File: src/rtl/row_value_tlv_deserializer_assert.svh
// Assertion macros for the deserializer RTL files; rvtd_queue is the only file that includes it.
// Depends on nothing; files that check their own logic include it by name.
`ifndef ROW_VALUE_TLV_DESERIALIZER_ASSERT_SVH
`define ROW_VALUE_TLV_DESERIALIZER_ASSERT_SVH

// The consequent must hold in the same cycle as the antecedent.
`define RVTD_ASSERT_SAME(label, clk, rst, ante, cons, msg) \
   label: assert property (@(posedge clk) disable iff (rst) (ante) |-> (cons)) else $error(msg);

// The consequent must hold in the cycle after the antecedent.
`define RVTD_ASSERT_NEXT(label, clk, rst, ante, cons, msg) \
   label: assert property (@(posedge clk) disable iff (rst) (ante) |=> (cons)) else $error(msg);

`endif

File: src/rtl/rvtd_pkg.sv
// Types and codes for the row/value TLV deserializer.
// No dependencies; every other RTL file but the assertion header refers to it by scoped names.
`timescale 1ns / 1ps

package rvtd_pkg;

   typedef enum logic [2:0] {
      PH_IDLE     = 3'd0,
      PH_COUNT    = 3'd1,
      PH_TAG      = 3'd2,
      PH_PAYLOAD  = 3'd3,
      PH_STRING   = 3'd4,
      PH_COMPLETE = 3'd5,
      PH_DISCARD  = 3'd6
   } phase_type;

   localparam logic [2:0] KIND_INT       = 3'd0;
   localparam logic [2:0] KIND_DOUBLE    = 3'd1;
   localparam logic [2:0] KIND_STR_HDR   = 3'd2;
   localparam logic [2:0] KIND_STR_BYTE  = 3'd3;
   localparam logic [2:0] KIND_DONE      = 3'd4;
   localparam logic [2:0] KIND_ERROR     = 3'd5;

   localparam logic [1:0] ERR_NONE       = 2'd0;
   localparam logic [1:0] ERR_UNEXP_END  = 2'd1;
   localparam logic [1:0] ERR_BAD_TAG    = 2'd2;
   localparam logic [1:0] ERR_TRAILING   = 2'd3;

   localparam logic [1:0] TAG_INT        = 2'd1;
   localparam logic [1:0] TAG_DOUBLE     = 2'd2;
   localparam logic [1:0] TAG_VARCHAR    = 2'd3;

   localparam logic [31:0] COUNT_BYTES   = 32'd4;
   localparam logic [3:0]  LEN_BYTES     = 4'd4;
   localparam logic [3:0]  WORD_BYTES    = 4'd8;

   typedef struct packed {
      logic [7:0]  data_byte;
      logic        frame_start;
      logic        frame_last;
      logic [31:0] frame_length;
   } req_type;

   typedef struct packed {
      logic [2:0]  kind;
      logic [63:0] value_out;
      logic [1:0]  error_code;
      logic [31:0] error_offset;
      logic        last_of_run;
   } rsp_type;

   typedef struct packed {
      rsp_type first;
      rsp_type second;
      logic    pair;
   } entry_type;

endpackage

File: src/rtl/rvtd_front.sv
// Front end: holds the parse state, decodes one byte per beat and builds queue entries.
// Depends on rvtd_pkg.
`timescale 1ns / 1ps

module rvtd_front (
   input  logic                clock,
   input  logic                reset,
   input  logic                req_push,
   input  rvtd_pkg::req_type   req_data,
   input  logic                q_full,
   input  logic                csr_valid,
   input  logic                csr_row_mode,
   output logic                q_push,
   output rvtd_pkg::entry_type q_entry
);

   rvtd_pkg::phase_type phase_ff, phase_in, phase_step, cur_phase;
   logic        row_mode_ff, row_mode_in;
   logic [31:0] offset_ff, offset_in, cur_offset;
   logic [31:0] fstart_ff, fstart_in, cur_fstart;
   logic [63:0] acc_ff, acc_in, cur_acc, acc_ins;
   logic [2:0]  idx_ff, idx_in, cur_idx;
   logic [1:0]  tag_ff, tag_in, cur_tag;
   logic [31:0] vleft_ff, vleft_in, cur_vleft, vleft_dec;
   logic [31:0] sleft_ff, sleft_in, cur_sleft, sleft_dec;
   logic [31:0] rows_ff, rows_in, cur_rows;
   logic [31:0] blen_ff, blen_in, cur_blen;

   logic        accept, active, step;
   logic [7:0]  b;
   logic [3:0]  idx_inc, need;
   logic [31:0] field_word, rem, offset_next;
   logic        count_full, count_over, tag_ok, field_full, len_zero;
   logic        str_done, vals_done;
   logic        sw_valid, end_valid;
   rvtd_pkg::rsp_type sw_res, end_res;

   // Effective state: a start byte restarts the parse before it is decoded.
   always_comb begin
      b      = req_data.data_byte;
      accept = req_push && !q_full;
      active = req_data.frame_start || (phase_ff != rvtd_pkg::PH_IDLE);
      step   = accept && active;
      if (req_data.frame_start) begin
         cur_phase  = row_mode_ff ? rvtd_pkg::PH_COUNT : rvtd_pkg::PH_TAG;
         cur_offset = '0;
         cur_fstart = '0;
         cur_acc    = '0;
         cur_idx    = '0;
         cur_tag    = '0;
         cur_vleft  = row_mode_ff ? 32'd0 : 32'd1;
         cur_sleft  = '0;
         cur_rows   = '0;
         cur_blen   = req_data.frame_length;
      end else begin
         cur_phase  = phase_ff;
         cur_offset = offset_ff;
         cur_fstart = fstart_ff;
         cur_acc    = acc_ff;
         cur_idx    = idx_ff;
         cur_tag    = tag_ff;
         cur_vleft  = vleft_ff;
         cur_sleft  = sleft_ff;
         cur_rows   = rows_ff;
         cur_blen   = blen_ff;
      end
      acc_ins     = cur_acc | ({56'd0, b} << {cur_idx, 3'b000});
      idx_inc     = {1'b0, cur_idx} + 4'd1;
      field_word  = acc_ins[31:0];
      count_full  = idx_inc == rvtd_pkg::LEN_BYTES;
      rem         = (cur_blen >= rvtd_pkg::COUNT_BYTES) ? cur_blen - rvtd_pkg::COUNT_BYTES : 32'd0;
      count_over  = field_word > rem;
      tag_ok      = (b == {6'd0, rvtd_pkg::TAG_INT}) || (b == {6'd0, rvtd_pkg::TAG_DOUBLE}) ||
                    (b == {6'd0, rvtd_pkg::TAG_VARCHAR});
      need        = (cur_tag == rvtd_pkg::TAG_VARCHAR) ? rvtd_pkg::LEN_BYTES : rvtd_pkg::WORD_BYTES;
      field_full  = idx_inc >= need;
      len_zero    = field_word == 32'd0;
      sleft_dec   = cur_sleft - 32'd1;
      str_done    = sleft_dec == 32'd0;
      vleft_dec   = cur_vleft - 32'd1;
      vals_done   = vleft_dec == 32'd0;
      offset_next = cur_offset + 32'd1;
   end

   // Next state.
   always_comb begin
      phase_step  = phase_ff;
      offset_in   = offset_ff;
      fstart_in   = fstart_ff;
      acc_in      = acc_ff;
      idx_in      = idx_ff;
      tag_in      = tag_ff;
      vleft_in    = vleft_ff;
      sleft_in    = sleft_ff;
      rows_in     = rows_ff;
      blen_in     = blen_ff;
      row_mode_in = csr_valid ? csr_row_mode : row_mode_ff;
      if (step) begin
         phase_step = cur_phase;
         offset_in  = offset_next;
         fstart_in  = cur_fstart;
         acc_in     = cur_acc;
         idx_in     = cur_idx;
         tag_in     = cur_tag;
         vleft_in   = cur_vleft;
         sleft_in   = cur_sleft;
         rows_in    = cur_rows;
         blen_in    = cur_blen;
         unique case (cur_phase)
            rvtd_pkg::PH_COUNT: begin
               acc_in = acc_ins;
               idx_in = idx_inc[2:0];
               if (count_full) begin
                  rows_in  = field_word;
                  vleft_in = field_word;
                  if (count_over) begin
                     phase_step = rvtd_pkg::PH_DISCARD;
                  end else if (len_zero) begin
                     phase_step = rvtd_pkg::PH_COMPLETE;
                  end else begin
                     phase_step = rvtd_pkg::PH_TAG;
                     fstart_in  = offset_next;
                  end
               end
            end
            rvtd_pkg::PH_TAG: begin
               if (tag_ok) begin
                  tag_in     = b[1:0];
                  phase_step = rvtd_pkg::PH_PAYLOAD;
                  fstart_in  = offset_next;
                  acc_in     = '0;
                  idx_in     = '0;
               end else begin
                  phase_step = rvtd_pkg::PH_DISCARD;
               end
            end
            rvtd_pkg::PH_PAYLOAD: begin
               acc_in = acc_ins;
               idx_in = idx_inc[2:0];
               if (field_full) begin
                  idx_in = '0;
                  if ((cur_tag == rvtd_pkg::TAG_VARCHAR) && !len_zero) begin
                     sleft_in   = field_word;
                     phase_step = rvtd_pkg::PH_STRING;
                     fstart_in  = offset_next;
                  end else begin
                     vleft_in = vleft_dec;
                     if (vals_done) begin
                        phase_step = rvtd_pkg::PH_COMPLETE;
                     end else begin
                        phase_step = rvtd_pkg::PH_TAG;
                        fstart_in  = offset_next;
                     end
                  end
               end
            end
            rvtd_pkg::PH_STRING: begin
               sleft_in = sleft_dec;
               if (str_done) begin
                  vleft_in = vleft_dec;
                  if (vals_done) begin
                     phase_step = rvtd_pkg::PH_COMPLETE;
                  end else begin
                     phase_step = rvtd_pkg::PH_TAG;
                     fstart_in  = offset_next;
                  end
               end
            end
            rvtd_pkg::PH_COMPLETE: begin
               phase_step = rvtd_pkg::PH_DISCARD;
            end
            default: begin
               phase_step = cur_phase;
            end
         endcase
      end
      phase_in = (step && req_data.frame_last) ? rvtd_pkg::PH_IDLE : phase_step;
   end

   // Results of the beat.
   always_comb begin
      sw_valid            = 1'b0;
      sw_res.kind         = rvtd_pkg::KIND_ERROR;
      sw_res.value_out    = '0;
      sw_res.error_code   = rvtd_pkg::ERR_NONE;
      sw_res.error_offset = '0;
      sw_res.last_of_run  = 1'b0;
      unique case (cur_phase)
         rvtd_pkg::PH_COUNT: begin
            if (count_full && count_over) begin
               sw_valid            = 1'b1;
               sw_res.error_code   = rvtd_pkg::ERR_UNEXP_END;
               sw_res.error_offset = rvtd_pkg::COUNT_BYTES;
            end
         end
         rvtd_pkg::PH_TAG: begin
            if (!tag_ok) begin
               sw_valid            = 1'b1;
               sw_res.error_code   = rvtd_pkg::ERR_BAD_TAG;
               sw_res.error_offset = cur_offset;
            end
         end
         rvtd_pkg::PH_PAYLOAD: begin
            if (field_full) begin
               sw_valid = 1'b1;
               if (cur_tag == rvtd_pkg::TAG_VARCHAR) begin
                  sw_res.kind      = rvtd_pkg::KIND_STR_HDR;
                  sw_res.value_out = {32'd0, field_word};
               end else begin
                  sw_res.kind      = (cur_tag == rvtd_pkg::TAG_INT) ? rvtd_pkg::KIND_INT
                                                                    : rvtd_pkg::KIND_DOUBLE;
                  sw_res.value_out = acc_ins;
               end
            end
         end
         rvtd_pkg::PH_STRING: begin
            sw_valid         = 1'b1;
            sw_res.kind      = rvtd_pkg::KIND_STR_BYTE;
            sw_res.value_out = {56'd0, b};
         end
         rvtd_pkg::PH_COMPLETE: begin
            sw_valid            = 1'b1;
            sw_res.error_code   = rvtd_pkg::ERR_TRAILING;
            sw_res.error_offset = cur_offset;
         end
         default: begin
            sw_valid = 1'b0;
         end
      endcase

      end_valid            = req_data.frame_last && (phase_step != rvtd_pkg::PH_DISCARD);
      end_res.value_out    = '0;
      end_res.last_of_run  = 1'b1;
      if (phase_step == rvtd_pkg::PH_COMPLETE) begin
         end_res.kind         = rvtd_pkg::KIND_DONE;
         end_res.error_code   = rvtd_pkg::ERR_NONE;
         end_res.error_offset = '0;
         if (row_mode_ff) begin
            end_res.value_out = {32'd0, rows_in};
         end
      end else begin
         end_res.kind         = rvtd_pkg::KIND_ERROR;
         end_res.error_code   = rvtd_pkg::ERR_UNEXP_END;
         end_res.error_offset = fstart_in;
      end

      q_push       = step && (sw_valid || end_valid);
      q_entry.pair = sw_valid && end_valid;
      q_entry.first = sw_valid ? sw_res : end_res;
      q_entry.first.last_of_run = !(sw_valid && end_valid);
      q_entry.second = end_res;
   end

   always_ff @(posedge clock) begin
      if (reset) begin
         phase_ff    <= rvtd_pkg::PH_IDLE;
         row_mode_ff <= 1'b1;
      end else begin
         phase_ff    <= phase_in;
         row_mode_ff <= row_mode_in;
      end
   end

   always_ff @(posedge clock) begin
      offset_ff <= offset_in;
      fstart_ff <= fstart_in;
      acc_ff    <= acc_in;
      idx_ff    <= idx_in;
      tag_ff    <= tag_in;
      vleft_ff  <= vleft_in;
      sleft_ff  <= sleft_in;
      rows_ff   <= rows_in;
      blen_ff   <= blen_in;
   end

endmodule

File: src/rtl/rvtd_queue.sv
// Short queue of result entries between the parser front end and the output stage.
// Depends on rvtd_pkg and row_value_tlv_deserializer_assert.svh.
`timescale 1ns / 1ps
`include "row_value_tlv_deserializer_assert.svh"

module rvtd_queue #(
   parameter int DEPTH = 4
) (
   input  logic                clock,
   input  logic                reset,
   input  logic                push,
   input  rvtd_pkg::entry_type push_entry,
   output logic                full,
   input  logic                pop,
   output logic                empty,
   output rvtd_pkg::entry_type head
);

   localparam int PTR_W = (DEPTH > 1) ? $clog2(DEPTH) : 1;
   localparam int CNT_W = $clog2(DEPTH + 1);

   rvtd_pkg::entry_type slots_ff [DEPTH];
   logic [PTR_W-1:0] wr_ptr_ff, wr_ptr_in, rd_ptr_ff, rd_ptr_in;
   logic [CNT_W-1:0] count_ff, count_in;
   logic             do_push, do_pop;

   always_comb begin
      full    = count_ff == CNT_W'(DEPTH);
      empty   = count_ff == '0;
      do_push = push && !full;
      do_pop  = pop && !empty;
      head    = slots_ff[rd_ptr_ff];
      wr_ptr_in = wr_ptr_ff;
      rd_ptr_in = rd_ptr_ff;
      count_in  = count_ff;
      if (do_push) begin
         wr_ptr_in = (wr_ptr_ff == PTR_W'(DEPTH - 1)) ? '0 : wr_ptr_ff + PTR_W'(1);
      end
      if (do_pop) begin
         rd_ptr_in = (rd_ptr_ff == PTR_W'(DEPTH - 1)) ? '0 : rd_ptr_ff + PTR_W'(1);
      end
      if (do_push && !do_pop) begin
         count_in = count_ff + CNT_W'(1);
      end else if (do_pop && !do_push) begin
         count_in = count_ff - CNT_W'(1);
      end
   end

   always_ff @(posedge clock) begin
      if (reset) begin
         wr_ptr_ff <= '0;
         rd_ptr_ff <= '0;
         count_ff  <= '0;
      end else begin
         wr_ptr_ff <= wr_ptr_in;
         rd_ptr_ff <= rd_ptr_in;
         count_ff  <= count_in;
      end
   end

   always_ff @(posedge clock) begin
      if (do_push) begin
         slots_ff[wr_ptr_ff] <= push_entry;
      end
   end

   `RVTD_ASSERT_SAME(a_no_push_full, clock, reset, push, !full, "push while queue full")
   `RVTD_ASSERT_SAME(a_no_pop_empty, clock, reset, pop, !empty, "pop while queue empty")
   `RVTD_ASSERT_SAME(a_count_bound, clock, reset, 1'b1, count_ff <= CNT_W'(DEPTH), "count overflow")
   `RVTD_ASSERT_NEXT(a_push_fills, clock, reset, push && !pop, !empty, "pushed entry lost")

endmodule

File: src/rtl/rvtd_back.sv
// Back end: splits queue entries into single results and holds the result register.
// Depends on rvtd_pkg.
`timescale 1ns / 1ps

module rvtd_back (
   input  logic                clock,
   input  logic                reset,
   input  logic                q_empty,
   input  rvtd_pkg::entry_type q_head,
   output logic                q_pop,
   output logic                rsp_empty,
   input  logic                rsp_pop,
   output rvtd_pkg::rsp_type   rsp_data
);

   logic              sel_ff, sel_in;
   logic              valid_ff, valid_in;
   rvtd_pkg::rsp_type out_ff, out_in;
   logic              load, last_part;

   always_comb begin
      load      = !q_empty && (!valid_ff || rsp_pop);
      last_part = !q_head.pair || sel_ff;
      q_pop     = load && last_part;
      sel_in    = load ? !last_part : sel_ff;
      out_in    = out_ff;
      valid_in  = valid_ff && !rsp_pop;
      if (load) begin
         out_in   = sel_ff ? q_head.second : q_head.first;
         valid_in = 1'b1;
      end
      rsp_empty = !valid_ff;
      rsp_data  = out_ff;
   end

   always_ff @(posedge clock) begin
      if (reset) begin
         sel_ff   <= 1'b0;
         valid_ff <= 1'b0;
      end else begin
         sel_ff   <= sel_in;
         valid_ff <= valid_in;
      end
   end

   always_ff @(posedge clock) begin
      out_ff <= out_in;
   end

endmodule

File: src/rtl/row_value_tlv_deserializer.sv
// Top level of the row/value TLV deserializer: parser front end, entry queue, output stage.
// Depends on rvtd_pkg, rvtd_front, rvtd_queue and rvtd_back.
//
//   channel   handshake            payload
//   req       req_push / req_full  req_data (data byte, frame marks, frame length)
//   rsp       rsp_pop / rsp_empty  rsp_data (kind, value, error code, offset, run end)
//   csr       csr_valid/csr_ready  csr_row_mode
//
// One byte is decoded per cycle in the front end; a beat enters whenever the queue is not full.
// A byte yields zero, one or two results; the output stage delivers one result per cycle while
// rsp_pop takes each result, so the two results of a two-result byte leave it one after the other.
// The first result of an accepted byte is written into the queue, then loaded into the output register.
// Reset is synchronous; it empties the queue and output register and sets row mode.
// A stalled rsp side fills the queue of QUEUE_DEPTH entries, after which req_full rises.
`timescale 1ns / 1ps

module row_value_tlv_deserializer #(
   parameter int QUEUE_DEPTH = 4
) (
   input  logic              clock,
   input  logic              reset,
   input  logic              req_push,
   output logic              req_full,
   input  rvtd_pkg::req_type req_data,
   output logic              rsp_empty,
   input  logic              rsp_pop,
   output rvtd_pkg::rsp_type rsp_data,
   input  logic              csr_valid,
   output logic              csr_ready,
   input  logic              csr_row_mode
);

   logic                q_push, q_full, q_pop, q_empty;
   rvtd_pkg::entry_type q_in, q_head;

   assign csr_ready = 1'b1;
   assign req_full  = q_full;

   rvtd_front u_front (
      .clock        (clock),
      .reset        (reset),
      .req_push     (req_push),
      .req_data     (req_data),
      .q_full       (q_full),
      .csr_valid    (csr_valid),
      .csr_row_mode (csr_row_mode),
      .q_push       (q_push),
      .q_entry      (q_in)
   );

   rvtd_queue #(
      .DEPTH (QUEUE_DEPTH)
   ) u_queue (
      .clock      (clock),
      .reset      (reset),
      .push       (q_push),
      .push_entry (q_in),
      .full       (q_full),
      .pop        (q_pop),
      .empty      (q_empty),
      .head       (q_head)
   );

   rvtd_back u_back (
      .clock     (clock),
      .reset     (reset),
      .q_empty   (q_empty),
      .q_head    (q_head),
      .q_pop     (q_pop),
      .rsp_empty (rsp_empty),
      .rsp_pop   (rsp_pop),
      .rsp_data  (rsp_data)
   );

endmodule
File: config.mk
export PLATFORM = sky130hd
export DESIGN_NAME = row_value_tlv_deserializer
export DESIGN_NICKNAME = d
export VERILOG_FILES = /design/src/rtl/rvtd_pkg.sv /design/src/rtl/rvtd_front.sv /design/src/rtl/rvtd_queue.sv /design/src/rtl/rvtd_back.sv /design/src/rtl/row_value_tlv_deserializer.sv
export VERILOG_INCLUDE_DIRS = /design/src /design/src/rtl
export SDC_FILE = /design/constraint.sdc
export NUM_CORES = 2
export LEC_CHECK = 0
export ABC_AREA = 1
export BUFFER_PORTS_ARGS = -buffer_cell sky130_fd_sc_hd__buf_2
export CAP_MARGIN = 40
export CELL_PAD_IN_SITES_DETAIL_PLACEMENT = 0
export CELL_PAD_IN_SITES_GLOBAL_PLACEMENT = 1
export CORE_UTILIZATION = 30
export DETAILED_ROUTE_END_ITERATION = 6
export GPL_ROUTABILITY_DRIVEN = 0
export GPL_TIMING_DRIVEN = 0
export PLACE_DENSITY = 0.64
export SLEW_MARGIN = 20
export SYNTH_ARGS = -nofsm -noshare
export SYNTH_HDL_FRONTEND = slang
export SYNTH_SLANG_ARGS = --single-unit
File: constraint.sdc
create_clock -name clock -period 40.9 [get_ports clock]
set_input_delay 0 -clock clock [delete_from_list [all_inputs] [get_ports clock]]
set_output_delay 0 -clock clock [all_outputs]
set_load 0.02 [all_outputs]
# Word level (Yosys, flattened, before mapping)

Memories as Yosys holds them, arrays and structs flattened. A register that Yosys moved wholly into a read port is not among the register bits.
Cells that the tools add are included.

$add $sub $neg: 9
$lt $le $gt $ge: 3
Equality and inequality tests: 16
Shifts and indexed selects: 1
Multiplexer cells: 78
Bitwise operators: 1
Reduce and logical (&&, ||, !) cells: 40

Operators by type and width:

| kind                    | number |
|---|---|
| $mux W32                | 27 |
| $mux W102               | 2 |
| $mux W67                | 2 |
| $pmux W67 S2            | 1 |
| $mux W64                | 2 |
| $pmux W32 S4            | 1 |
| $pmux W64 S2            | 1 |
| $pmux W34 S3            | 1 |
| $logic_not A32 Y1       | 3 |
| $pmux W32 S3            | 1 |
| $mux W33                | 2 |
| $or A64 B64 Y64         | 1 |
| $pmux W32 S2            | 1 |
| $shl A8 B6 Y64          | 1 |
| $sub A32 B1 Y32 const B | 2 |
| $mux W3                 | 15 |
| $mux W34                | 1 |
| $add A32 B1 Y32 const B | 1 |
| $ge A32 B3 Y1 const B   | 1 |
| $gt A32 B32 Y1          | 1 |
| $sub A32 B3 Y32 const B | 1 |
| $eq A8 B2 Y1 const B    | 2 |
| $mux W2                 | 8 |
| $logic_and A1 B1 Y1     | 15 |
| other kinds (24)        | 55 |

Register bits after elaboration: 376
Bits in writable memories: 676
Bits of input ports: 48
Output and inout port bits: 105
Word-level logic and storage cells: 170
Memories: 1

Memories:

| name             | words | bits a word | rd ports | clocked after memory_dff | write ports | line             | text |
|---|---|---|---|---|---|---|---|
| u_queue.slots_ff | 4     | 169         | 1        | 1                        | 1           | rvtd_queue.sv:22 | `rvtd_pkg::entry_type slots_ff [DEPTH];` |

# Logic depth before layout (Yosys ltp)

Word-level depth: 19
Depth in mapped cells: 52
Gate-level depth less buffers: 48

# Hierarchy

Synthesis repeated with hierarchy kept, for this count alone.

Cell total of the unflattened synthesis: 6034
Area, all modules: 57705.3 um^2

Modules (own cells, without submodules):

| module                     | instances | cells an instance | area an instance (um^2) | seq. area each (um^2) |
|---|---|---|---|---|
| rvtd_queue                 | 1         | 2053              | 30803.3                 | 24803.8 |
| rvtd_front                 | 1         | 3531              | 22397.7                 | 7277.0 |
| rvtd_back                  | 1         | 448               | 4493.1                  | 3103.0 |
| row_value_tlv_deserializer | 1         | 2                 | 11.3                    | 0.0 |

# Worst setup path after synthesis

OpenSTA, ideal clock, no wires.

Path type: register to register
Start point: register u_queue.count_ff[0]
End point: memory u_queue.slots_ff[3][0] (netlist name) (enable)
Setup time: 697 ps
Arrival time: 14817 ps
Required time: 40203 ps
Path slack: 25385 ps
Cell stages (with the launch flop): 8
Path buffers: 1
Period minus slack after synthesis: 15515 ps
Path through: dfxtp_1 > nor3_1 > nor2_1 > inv_1 > a21oi_1 > clkbuf_1 > nand2_1 > nor2_1

Word-level cells in the longest chain between the ends: 12

Ends and longest elaborated chain:

| element                         | line                             | text |
|---|---|---|
| start: declaration              | rvtd_queue.sv:24                 | `logic [CNT_W-1:0] count_ff, count_in;` |
| start signal: assignment        | rvtd_queue.sv:57                 | `count_ff <= count_in;` |
| $eq A3 B3 Y1 *                  | rvtd_queue.sv:28                 | `full = count_ff == CNT_W'(DEPTH);` |
| net req_full                    | row_value_tlv_deserializer.sv:23 | `output logic req_full,` |
| $logic_not A1 Y1 *              | rvtd_front.sv:41                 | `accept = req_push && !q_full;` |
| $logic_and A1 B1 Y1 *           | rvtd_front.sv:41                 |  |
| $logic_and A1 B1 Y1 *           | rvtd_front.sv:43                 | `step = accept && active;` |
| net u_front.step                | rvtd_front.sv:29                 | `logic accept, active, step;` |
| $mux W3                         | rvtd_front.sv:98                 | `if (step) begin` |
| $ne A3 B3 Y1                    | rvtd_front.sv:231                | `end_valid = req_data.frame_last && (phase_step != rvtd_pkg::PH_DISCARD);` |
| $logic_and A1 B1 Y1             | rvtd_front.sv:231                |  |
| $logic_or A1 B1 Y1              | rvtd_front.sv:247                | `q_push = step && (sw_valid \|\| end_valid);` |
| $logic_and A1 B1 Y1 *           | rvtd_front.sv:247                |  |
| $logic_and A1 B1 Y1 *           | rvtd_queue.sv:30                 | `do_push = push && !full;` |
| $mux W1 *                       | rvtd_queue.sv:62                 | `if (do_push) begin` |
| $mux W1 (not written as such) * | rvtd_queue.sv:63                 | `slots_ff[wr_ptr_ff] <= push_entry;` |
| end: declaration                | rvtd_queue.sv:22                 |  |

Mark *: on every way through the listed nets, which the timed path passes. The rest lies on a longest branch.

# Worst setup path in the final report

Start point: input port req_data[33] (netlist name)
End point: memory u_queue.slots_ff[3][81] (netlist name) (enable)

Word-level cells in the longest chain between the ends: 17
Elaborated cells on any way between the ends: 53
Classes of those cells: 4 x add/sub; 3 x order compare; 8 x eq/ne; 1 x shift; 23 x mux; 1 x bitwise; 13 x reduce/logical

Ends and longest elaborated chain:

| element                                                                  | line                             | text |
|---|---|---|
| start: declaration                                                       | row_value_tlv_deserializer.sv:24 | `input rvtd_pkg::req_type req_data,` |
| parallel branches: the longest is 13 deep, another holds $sub A32 B3 Y32 | --                               |  |
| $logic_and A1 B1 Y1 *                                                    | rvtd_front.sv:247                |  |
| $logic_and A1 B1 Y1 *                                                    | rvtd_queue.sv:30                 |  |
| $mux W1 *                                                                | rvtd_queue.sv:62                 |  |
| $mux W1 (not written as such) *                                          | rvtd_queue.sv:63                 |  |

Mark *: on every way between the ends.

==> flow_results.xml <==
<?xml version="1.0" encoding="UTF-8"?>
<metrics>
  <group name="timing">
    <metric name="worst_slew_pin_slew" unit="ns">0.9719</metric>
    <metric name="whs" unit="ns">0.05034</metric>
    <metric name="setup_repair_after_global_routing_missed_its_margin" unit="">no</metric>
    <metric name="final.setup.worst_slack" unit="ns">32.42</metric>
    <metric name="layout_min_cycle_time" unit="ns">8.480</metric>
    <metric name="headroom_to_the_max_slew_limit" unit="%">34.67</metric>
    <metric name="timing.final.setup_violations" unit="">0</metric>
    <metric name="timing.setup.tns" unit="ns">0</metric>
    <metric name="timing_hold_violations_final" unit="">0</metric>
    <metric name="final_min_period_over_clock_period" unit="%">20.73</metric>
    <metric name="fmaxAchievable" unit="GHz">0.1179</metric>
    <metric name="finClkSkew" unit="ns">0.04120</metric>
    <metric name="finalMaxSlewViolations" unit="">0</metric>
  </group>
  <group name="clock_network">
    <metric name="clkSlewWorstSetupHoldPaths" unit="ns">0.06</metric>
    <metric name="number_of_h_tree_branching_levels" unit="">3</metric>
    <metric name="number_of_sinks_on_the_clock_net" unit="">1050</metric>
    <metric name="tritoncts" unit="">done</metric>
    <metric name="cts_made_buffers" unit="">115</metric>
    <metric name="ctsRootBufferMaster" unit="">clkbuf_16</metric>
    <metric name="clockBufferDepth" unit="">3</metric>
    <metric name="insertion_delay" unit="ns">0.77</metric>
  </group>
  <group name="yosys">
    <metric name="synth_nets" unit="">5836</metric>
    <metric name="async_flop_share" unit="%">0</metric>
    <metric name="synth_ff_type" unit="">edfxtp_1</metric>
    <metric name="post_synthesis_mean_instance_area" unit="um2">9.137</metric>
    <metric name="number_of_flops_mapped_to_enable_cells_by_yosys" unit="">971</metric>
    <metric name="syn-cell-area" unit="mm2">0.05244</metric>
    <metric name="ys_seq_area_share" unit="%">58.62</metric>
    <metric name="syn_inst" unit="">5739</metric>
    <metric name="post_synth_num_cell_types" unit="">61</metric>
    <metric name="ys_warn_count" unit="">0</metric>
    <metric name="postSynthRegisterBits" unit="">1050</metric>
  </group>
  <group name="die">
    <metric name="std_cell_rows" unit="">153</metric>
    <metric name="core-area" unit="mm2">0.1738</metric>
    <metric name="pin_count" unit="">153</metric>
    <metric name="fp.dieH" unit="um">420.1</metric>
    <metric name="start_util" unit="%">30.17</metric>
    <metric name="die-width" unit="um">420.1</metric>
    <metric name="design.die.area" unit="mm2">0.1765</metric>
  </group>
  <group name="critical_path">
    <metric name="worst_ep_arrival_time" unit="ns">8.95</metric>
    <metric name="timing.critical_path.slowest_stage_cell" unit="">nor2_4</metric>
    <metric name="cp_common_cell" unit="">nand2_1</metric>
    <metric name="crit_path_start_kind" unit="">primary input</metric>
    <metric name="worst-endpoint-required" unit="ns">41.37</metric>
    <metric name="worstPathMaxFanout" unit="">20</metric>
    <metric name="worst_path_largest_cell_delay" unit="ns">0.68</metric>
    <metric name="timing_worst_setup_path_type" unit="">in2reg</metric>
    <metric name="cp-end-kind" unit="">flop</metric>
  </group>
  <group name="placed_design">
    <metric name="dpl.hpwl" unit="um">151500</metric>
    <metric name="dp_worst_setup_slack" unit="ns">32.16</metric>
    <metric name="post_dp_cell_area" unit="mm2">0.05759</metric>
    <metric name="io_buffer_count" unit="">150</metric>
  </group>
  <group name="route">
    <metric name="via_count" unit="">43966</metric>
    <metric name="wire_per_inst" unit="um">23.68</metric>
    <metric name="firstDrtPassIters" unit="">6</metric>
    <metric name="drt_wl_total" unit="um">202900</metric>
    <metric name="drt.antenna.violating_nets" unit="">0</metric>
    <metric name="detail_route.vias_per_cell" unit="">5.131</metric>
    <metric name="drt_iter0_drc" unit="">5063</metric>
    <metric name="route.detailed.drc" unit="">0</metric>
  </group>
  <group name="power">
    <metric name="power.static_leakage" unit="nW">23.77</metric>
    <metric name="ir_drop" unit="V">0.00003483</metric>
    <metric name="total_power" unit="mW">3.943</metric>
    <metric name="power_per_cell_area" unit="mW/mm2">63.52</metric>
  </group>
  <group name="final_layout">
    <metric name="postLayoutCellArea" unit="mm2">0.06208</metric>
    <metric name="area_growth" unit="%">18.38</metric>
    <metric name="fin_nets" unit="">6237</metric>
    <metric name="post_route_cells_drive_above_1_share" unit="%">9.745</metric>
  </group>
  <group name="global_routing">
    <metric name="grt_antenna_before_repair" unit="">11</metric>
    <metric name="overflow" unit="">0</metric>
    <metric name="groute.usage.overall" unit="%">22.51</metric>
    <metric name="pin_count_of_the_biggest_net_entering_global_routing" unit="">46</metric>
    <metric name="grt_pass1_wl" unit="um">288500</metric>
    <metric name="number_of_global_route_vias_before_repair" unit="">41011</metric>
  </group>
  <group name="flow_run">
    <metric name="maxCapViolations" unit="">0</metric>
  </group>
  <group name="hold_path">
    <metric name="timing.hold.worst.class" unit="">in2reg</metric>
  </group>
  <group name="outcome">
    <metric name="run_status" unit="">completed</metric>
  </group>
</metrics>
## sequential cells by signal, indices dropped and copies added, names as in the netlist, named ones only
name and cells:
u_back.sel_ff 1, u_front.tag_ff 2, u_front.blen_ff 32, u_queue.rd_ptr_ff 2, u_front.fstart_ff 32, u_queue.slots_ff 672
u_back.rsp_data 102, u_front.rows_ff 32, u_front.vleft_ff 32, u_front.sleft_ff 32, u_front.row_mode_ff 1, u_front.phase_ff 3
u_front.idx_ff 3, u_back.valid_ff 1, u_queue.wr_ptr_ff 2, u_queue.count_ff 3, u_front.acc_ff 64, u_front.offset_ff 32
## logic make-up (layout without fill, tap and decap cells)
group / count (synthesis) / count (layout) / share of synthesized area (%)
buf+inv: 819 / 1319 / 6.180
xor+xnor: 40 / 40 / 0.6681
mux: 11 / 11 / 0.2100
fa+ha+maj: 49 / 49 / 1.183
other cells: 1 / 6 / 0.007151
simple gates: 2516 / 2516 / 19.64
compound gates: 1253 / 1253 / 13.49
flops: 1050 / 1050 / 58.62
## per-stage QoR
step	util (%)	std cells
final	35.71	8569
after global routing	35.71	8565
after global placement	32.27	8214
after detailed placement	33.13	8296
after floorplan	-	5739
after CTS	35.69	8561
## area by class of cell
type	count	area, um2
inverters	515	1936
plain buffers	304	1310
fillers	17833	111700
well taps	2325	2909
multi-input cells	3870	18540
flip-flops and latches	1050	30740
clock buffers	141	3037
diodes	5	12.51
repair buffers	284	2673
clock inverters	75	924.6
## cells in the final DEF (no fill, tap or decap), drive strengths merged, types with 59 or more instances in the layout
cell type and count:
nor2 1128, nand2 1071, edfxtp 971, o21ai 630
inv 510, clkbuf 355, buf 324, a21oi 252
nand3 195, o22ai 119, dfxtp 79, a31oi 77
o211ai 76, clkinv 59
## Yosys cell counts, drive strengths merged (2+ instances only)
cell type	n	share of area (%)
o211ai	76	1.1
and2	3	0.036
nor3	39	0.42
a21o	3	0.043
nand3	195	1.9
nor4	14	0.17
buf	90	0.96
ha	48	1.1
a221oi	5	0.084
nand3b	6	0.086
o221ai	30	0.50
a221o	3	0.057
o21bai	8	0.13
xnor2	2	0.033
o21ai	630	6.0
nand2	1071	7.7
a21oi	252	2.4
nand4	36	0.46
clkinv	8	0.057
o2111ai	8	0.13
xor2	38	0.63
o21a	2	0.029
nor2	1128	8.6
a32oi	3	0.050
a21boi	3	0.043
dfxtp	79	3.0
edfxtp	971	56
clkbuf	214	1.5
mux2i	11	0.21
o211a	2	0.038
o22ai	119	1.4
inv	507	3.6
a22oi	17	0.24
a31oi	77	0.93
a211oi	12	0.17
or2	23	0.27
## timing repair
item,4_1_cts,5_1_grt
gates resized for setup,0,0
endpoints found under the hold margin,97,0
hold buffers,49,0
setup buffers,0,0
## report_power, final
group,leakage (nW),total (mW),switching [mW],internal (mW)
combinational,12.0,1.36,1.01,0.352
clock,1.92,1.10,0.455,0.642
sequential,9.81,1.49,0.0570,1.43
total,23.8,3.94,1.52,2.42
## worst max-delay path: cells and delay by family
kind                     cells  cell delay, ns
AND/OR/NAND/NOR             19            3.70
adder cells (fa/ha/maj)      1            0.36
buffers and inverters       13            4.02
AO/OA/AOI/OAI                3            0.77
## metal layers
| metal | routed length [um] | part of all wire [%] | GRT usage, % | vias up |
|---|---|---|---|---|
| li1 | - | - | - | 20501 |
| met1 | 88320 | 44 | 31.31 | 21233 |
| met2 | 90610 | 45 | 34.98 | 1868 |
| met3 | 15510 | 7.6 | 3.236 | 356 |
| met4 | 8401 | 4.1 | 9.248 | 8 |
| met5 | 61 | 0.030 | 0 | - |
## final timing paths
check                               startpoint                           endpoint  slack, ns  cells past startpoint
setup / recovery                  req_data[33]  u_queue.slots_ff[3][81]$_DFFE_PP_      32.42                     36
hold / removal                         rsp_pop         u_back.valid_ff$_SDFF_PP0_       0.05                      5
setup reg to reg  u_front.blen_ff[2]$_DFFE_PP_  u_queue.slots_ff[3][81]$_DFFE_PP_      33.62                     31
hold reg to reg     u_front.rows_ff[0]$_DFF_P_         u_front.rows_ff[0]$_DFF_P_       0.48                      2
Note: power is estimated with default switching activity, not from simulation.
